<file path="src/hdl/mask_shift_pixel_converter_assert.svh">
// ----------------------------------------------------------------------------
// Assertion macros for the mask/shift pixel converter
// ----------------------------------------------------------------------------
`ifndef MASK_SHIFT_PIXEL_CONVERTER_ASSERT_SVH
`define MASK_SHIFT_PIXEL_CONVERTER_ASSERT_SVH

// consequent must hold in the cycle after the antecedent
`define MSP_ASSERT_NEXT(label, clk, rstn, ante, cons) \
    label: assert property (@(posedge clk) disable iff (!(rstn)) (ante) |=> (cons)) \
        else $error("msp assertion failed");

// consequent must hold in the same cycle as the antecedent
`define MSP_ASSERT_SAME(label, clk, rstn, ante, cons) \
    label: assert property (@(posedge clk) disable iff (!(rstn)) (ante) |-> (cons)) \
        else $error("msp assertion failed");

`endif

</file>
<file path="src/hdl/msp_pkg.sv">
// ----------------------------------------------------------------------------
// msp_pkg
// Shared types, codes and helper functions of the mask/shift pixel converter.
// ----------------------------------------------------------------------------
package msp_pkg;

    localparam int CFG_INDEX_BITS = 3;
    localparam int NUM_CH         = 4;

    localparam int CH_RED   = 0;
    localparam int CH_GREEN = 1;
    localparam int CH_BLUE  = 2;
    localparam int CH_ALPHA = 3;

    localparam logic [31:0] ALL_ONES = 32'hFFFF_FFFF;

    typedef enum logic [1:0] {
        REQ_PIXEL = 2'd0,
        REQ_INDEX = 2'd1,
        REQ_WRITE = 2'd2,
        REQ_RSVD  = 2'd3
    } req_t;

    typedef enum logic [CFG_INDEX_BITS-1:0] {
        CFG_SRC_RED   = 3'd0,
        CFG_SRC_GREEN = 3'd1,
        CFG_SRC_BLUE  = 3'd2,
        CFG_SRC_ALPHA = 3'd3,
        CFG_DST_RED   = 3'd4,
        CFG_DST_GREEN = 3'd5,
        CFG_DST_BLUE  = 3'd6,
        CFG_DST_ALPHA = 3'd7
    } cfg_idx_t;

    // channel shift: signed, range -7..24
    typedef logic [5:0] shift_t;
    // channel move: signed, range -31..31
    typedef logic signed [6:0] delta_t;

    typedef struct packed {
        logic [NUM_CH-1:0][31:0] src_mask;
        logic [NUM_CH-1:0][31:0] dst_mask;
        logic [NUM_CH-1:0][5:0]  src_shift;
        logic [NUM_CH-1:0][5:0]  dst_shift;
    } cfg_t;

    localparam logic [NUM_CH-1:0][31:0] RST_MASK =
        {32'hFF00_0000, 32'h0000_00FF, 32'h0000_FF00, 32'h00FF_0000};
    localparam logic [NUM_CH-1:0][5:0] RST_SHIFT = {6'd24, 6'd0, 6'd8, 6'd16};

    // Shift of a mask = (trailing zeros + run length) - 8, i.e. the position
    // of the first zero above the lowest run of ones, minus 8.
    function automatic shift_t mask_shift(input logic [31:0] m);
        logic [31:0] low;
        logic [32:0] x;
        logic [32:0] e;
        logic [5:0]  pos;
        low = m & (~m + 32'd1);
        x   = {1'b0, m} + {1'b0, low};
        e   = x & (~x + 33'd1);
        pos = '0;
        for (int i = 0; i < 33; i++) begin
            if (e[i]) begin
                pos = pos | 6'(i);
            end
        end
        if (m == '0) begin
            return '0;
        end
        return pos - 6'd8;
    endfunction

    // move left for positive d, right for negative, zero at 32 or more places
    function automatic logic [31:0] move_bits(input logic [31:0] v, input delta_t d);
        logic [6:0] mag;
        mag = '0;
        if (!d[6]) begin
            if (d[5]) begin
                return '0;
            end
            return v << d[4:0];
        end
        mag = 7'(-d);
        if (mag[6] || mag[5]) begin
            return '0;
        end
        return v >> mag[4:0];
    endfunction

endpackage

</file>
<file path="src/hdl/msp_cfg.sv">
// ----------------------------------------------------------------------------
// msp_cfg
// Channel mask registers; each channel's shift is worked out and stored
// together with its mask on the write.
// ----------------------------------------------------------------------------
module msp_cfg (
    input  logic                                aclk,
    input  logic                                aresetn,
    input  logic                                cfg_wr_en,
    input  logic [msp_pkg::CFG_INDEX_BITS-1:0] cfg_index,
    input  logic [31:0]                         cfg_wdata,
    output msp_pkg::cfg_t                       cfg
);

    msp_pkg::cfg_t   cfg_reg;
    msp_pkg::shift_t wr_shift;

    assign wr_shift = msp_pkg::mask_shift(cfg_wdata);

    always_ff @(posedge aclk) begin
        if (!aresetn) begin
            cfg_reg.src_mask  <= msp_pkg::RST_MASK;
            cfg_reg.dst_mask  <= msp_pkg::RST_MASK;
            cfg_reg.src_shift <= msp_pkg::RST_SHIFT;
            cfg_reg.dst_shift <= msp_pkg::RST_SHIFT;
        end else if (cfg_wr_en) begin
            unique case (msp_pkg::cfg_idx_t'(cfg_index))
                msp_pkg::CFG_SRC_RED: begin
                    cfg_reg.src_mask[msp_pkg::CH_RED]  <= cfg_wdata;
                    cfg_reg.src_shift[msp_pkg::CH_RED] <= wr_shift;
                end
                msp_pkg::CFG_SRC_GREEN: begin
                    cfg_reg.src_mask[msp_pkg::CH_GREEN]  <= cfg_wdata;
                    cfg_reg.src_shift[msp_pkg::CH_GREEN] <= wr_shift;
                end
                msp_pkg::CFG_SRC_BLUE: begin
                    cfg_reg.src_mask[msp_pkg::CH_BLUE]  <= cfg_wdata;
                    cfg_reg.src_shift[msp_pkg::CH_BLUE] <= wr_shift;
                end
                msp_pkg::CFG_SRC_ALPHA: begin
                    cfg_reg.src_mask[msp_pkg::CH_ALPHA]  <= cfg_wdata;
                    cfg_reg.src_shift[msp_pkg::CH_ALPHA] <= wr_shift;
                end
                msp_pkg::CFG_DST_RED: begin
                    cfg_reg.dst_mask[msp_pkg::CH_RED]  <= cfg_wdata;
                    cfg_reg.dst_shift[msp_pkg::CH_RED] <= wr_shift;
                end
                msp_pkg::CFG_DST_GREEN: begin
                    cfg_reg.dst_mask[msp_pkg::CH_GREEN]  <= cfg_wdata;
                    cfg_reg.dst_shift[msp_pkg::CH_GREEN] <= wr_shift;
                end
                msp_pkg::CFG_DST_BLUE: begin
                    cfg_reg.dst_mask[msp_pkg::CH_BLUE]  <= cfg_wdata;
                    cfg_reg.dst_shift[msp_pkg::CH_BLUE] <= wr_shift;
                end
                msp_pkg::CFG_DST_ALPHA: begin
                    cfg_reg.dst_mask[msp_pkg::CH_ALPHA]  <= cfg_wdata;
                    cfg_reg.dst_shift[msp_pkg::CH_ALPHA] <= wr_shift;
                end
                default: begin
                end
            endcase
        end
    end

    assign cfg = cfg_reg;

endmodule

</file>
<file path="config.mk">
export PLATFORM = sky130hd
export DESIGN_NAME = msp_cfg
export DESIGN_NICKNAME = d
export VERILOG_FILES = /design/src/hdl/mask_shift_pixel_converter_assert.svh /design/src/hdl/msp_pkg.sv /design/src/hdl/msp_cfg.sv
export SDC_FILE = /design/constraint.sdc
export NUM_CORES = 1
export LEC_CHECK = 0
export BUFFER_PORTS_ARGS = -buffer_cell sky130_fd_sc_hd__buf_2
export CAP_MARGIN = 0
export CORE_MARGIN = 2
export CORE_UTILIZATION = 41
export DETAILED_ROUTE_END_ITERATION = 10
export PLACE_DENSITY = 0.76
export SYNTH_ARGS = -nofsm -noshare
export SYNTH_HDL_FRONTEND = slang
export SYNTH_SLANG_ARGS = --single-unit
</file>
<file path="constraint.sdc">
create_clock -name aclk -period 5.81 [get_ports aclk]
set_input_delay 0.581 -clock aclk [delete_from_list [all_inputs] [get_ports aclk]]
set_output_delay 0.581 -clock aclk [all_outputs]
set_load 0.1 [all_outputs]
</file>
==> qor.txt <==
CP max stage delay = 0.65 ns
Outcome = completed
Library cell appearing most often on the critical path = sky130_fd_sc_hd__nand2_1
Max capacitance violation total = 0
Final layout net count = 1652
DRC = 0
Path class of the lowest-slack min-delay path = in -> reg
Unrepaired setup endpoints after global routing = no
Via count of the first global-routing pass = 10900
Number of cell rows = 62
Number of failing setup endpoints in the final timing report = 0
LEAKAGE = 0.00639 µW
Syn avg cell area = 8.95 µm²
Peak fanout along the critical path = 21
Metal1 wirelength = 18100 µm
Antenna Violating Nets Remaining = 0
Final wirelength = 44400 µm
Core ar. = 0.0287 mm²
Net count of the mapped netlist = 1377
Synthesis-to-finish area growth = 25.4%
Most common cell after layout, fill and taps aside = sky130_fd_sc_hd__buf_2
Post-Route Setup TNS = 0 ns
Part of the cycle the worst path needs = 82.4%
Global-route wire length before repair = 65400 µm
Hold Violations, Final = 0
Fill cells = 2663
Antenna violations before repair = 4
Quantity of gates resized following cts = 0
Tmin final = 4.79 ns
Count of buffers added by post-CTS timing repair for setup = 0
Register area share after synthesis = 50.8%
Count of buffers inserted at the top-level ports = 341
Top layer reached by signal wires = met5
Clk sinks = 304
Die Outline Area = 0.0306 mm²
Kind of start point of the critical path = primary input
Hold-fix buffers at CTS = 0
Pwr per Cell Area = 336 mW/mm²
Routability cong. = 0.927
YS warnings = 0
Maximum number of pins on one net before global-route repair = 96
Buffer depth of the longest clock path = 3
Grt total ovfl = 0
Metal3 WL = 4080 µm
Clock tree from TritonCTS = done
Average wire per cell in the routed design = 21.9 µm
Die extent in x = 175 µm
Transition time at the pin with the least slew margin = 1.25 ns
Cell with the largest stage delay on the worst path = sky130_fd_sc_hd__or4_1
Initial drt markers = 966
Via count = 11800
Number of flip-flops in the largest register = 304
Global-route usage over all layers = 27.6%
Per-cell via count in the routed design = 5.82
Category of the worst setup path capture point = register
Top Ports = 342
Commonest register cell after synthesis = sky130_fd_sc_hd__dfxtp_1
Type of the setup path with the least slack = in -> reg
Clk Tree Root Cell = sky130_fd_sc_hd__clkbuf_16
Worst path bufs/invs = 2
Chip Height = 175 µm
Worst-skew pair later-pin latency = 0.57 ns
Netlist Area Pre-Place = 0.0120 mm²
Commonest cells after routing, fill and taps aside = sky130_fd_sc_hd__buf_2, sky130_fd_sc_hd__dfxtp_1, sky130_fd_sc_hd__nand2_1, sky130_fd_sc_hd__a22o_1, sky130_fd_sc_hd__o21ai_0
Routed length on met2 = 20300 µm
Cells after Synth = 1338
Number of iterations in the first detailed-routing pass = 7
Reg area = 0.00609 mm²
CTS Buf Count = 31
Effective utilization at floorplan = 41.7%
Peak VDD IR = 0.211 mV
Data required time of the critical path = 6.31 ns
EDFF count, synth = 0
Worst max-slew margin expressed relative to the limit = 16.9%
Post-DP HPWL = 30800 µm
Core Util, Final = 52.3%
Fraction of layout instances using a drive strength above 1 = 27.0%
Highest attainable clock frequency = 209 MHz
Worst clock skew = 0 ns
Reg clk slew, reported paths = 0.06 ns
Number of max-slew violations in the final report = 0
Family with the most delay on the worst path = simple AND/OR/NAND/NOR gates
Arrival time at the worst endpoint = 5.28 ns
Total area of multi-input combinational cells = 0.00544 mm²
Post-synth ARST share = 0%
H-tree level count = 1
Total of flip-flops plus latches after synthesis = 304
Cell breakdown of the critical path = buf_2, or4_1, nor4_4, nand2_1, o21ai_0, and3_1, a211oi_1, o311a_1, a31oi_1, o211ai_2, buf_4, nor4_1, o211a_1, ha_1, nor2_1, nand2_1, a21boi_0
Post-synth cell types = 81
==> cell usage after synthesis, types with 5 or more instances <==
library cell	count	share of area, %
sky130_fd_sc_hd__o21a_1	10	0.63
sky130_fd_sc_hd__o21ai_1	19	0.79
sky130_fd_sc_hd__nor2_1	52	1.6
sky130_fd_sc_hd__nor2b_1	8	0.42
sky130_fd_sc_hd__a21boi_0	53	3.3
sky130_fd_sc_hd__nand2b_1	11	0.57
sky130_fd_sc_hd__a211oi_1	9	0.56
sky130_fd_sc_hd__inv_1	11	0.34
sky130_fd_sc_hd__clkbuf_1	101	3.2
sky130_fd_sc_hd__o211ai_1	11	0.69
sky130_fd_sc_hd__nand3_1	29	1.2
sky130_fd_sc_hd__a22o_1	104	7.6
sky130_fd_sc_hd__and2_1	5	0.26
sky130_fd_sc_hd__xnor2_1	5	0.37
sky130_fd_sc_hd__nor4_1	8	0.42
sky130_fd_sc_hd__nand2_1	253	7.9
sky130_fd_sc_hd__o22a_1	37	2.7
sky130_fd_sc_hd__dfxtp_1	304	51
sky130_fd_sc_hd__xor2_1	5	0.37
sky130_fd_sc_hd__buf_1	10	0.31
sky130_fd_sc_hd__a31oi_1	8	0.42
sky130_fd_sc_hd__or4_1	6	0.38
sky130_fd_sc_hd__nand4_1	12	0.63
sky130_fd_sc_hd__or2_2	6	0.31
sky130_fd_sc_hd__nor3_1	27	1.1
sky130_fd_sc_hd__o21ai_0	88	3.7
sky130_fd_sc_hd__a21oi_1	50	2.1
sky130_fd_sc_hd__or3_1	7	0.37
==> tightest hold or removal path, cell delays in order <==
cell	delay [ns]
sky130_fd_sc_hd__buf_2	0.16
sky130_fd_sc_hd__nand2_1	0.07
sky130_fd_sc_hd__a21boi_0	0.07
==> final timing paths <==
kind / start / end / slack (ns) / depth (start not counted)
min: cfg_wdata[20] / cfg[132] / 0.37 / 3
max reg2reg: cfg[33] / cfg[33] / 5.02 / 3
max: cfg_wdata[8] / cfg[16] / 1.02 / 17
min reg2reg: cfg[42] / cfg[42] / 0.45 / 2
==> layer usage <==
layer	global-route usage, %	up-vias
met4	12.1	2
met2	44.7	665
met3	6.09	109
met1	35.5	5628
met5	0	-
li1	-	5349
==> where the power goes <==
part	total, µW	internal, µW	switching, µW
registers	2160	2130	25.8
logic	712	114	598
clock network	2180	1340	845
total	5050	3580	1470
==> cell families after synthesis <==
family	after synthesis	synth area share, %
muxes	5	0.449
DFF	304	50.8
buffers and inverters	128	4.12
and+or+nand+nor	454	17.6
adders and majority gates	1	0.104
xor gates and xnor gates	10	0.731
AOI/OAI and AO/OA	436	26.2
==> cell type report <==
type,count,area share (%)
Antenna cell,2,0.0333
Clock buffer,41,5.88
Clock inverter,14,1.64
Inverter,12,0.300
Multi-Input combinational cell,906,36.2
Sequential cell,304,40.5
Tap cell,384,3.20
Timing Repair Buffer,358,12.2
==> stage by stage <==
| step | instance area, µm² | hold slack [ns] | power, µW | worst slack (ns) | cells |
|---|---|---|---|---|---|
| after floorplan | 12000 | 0.726 | 2740 | 1.47 | 1338 |
| after global placement | 13900 | 0.429 | 2900 | 0.634 | 1964 |
| after detailed placement | 13900 | 0.437 | 2910 | 0.582 | 1964 |
| after CTS | 15000 | 0.348 | 5070 | 1.17 | 2019 |
| after global routing | 15000 | 0.374 | 5180 | 0.713 | 2020 |
| final | 15000 | 0.369 | 5050 | 1.02 | 2021 |
(Power assumes the default switching activity.)
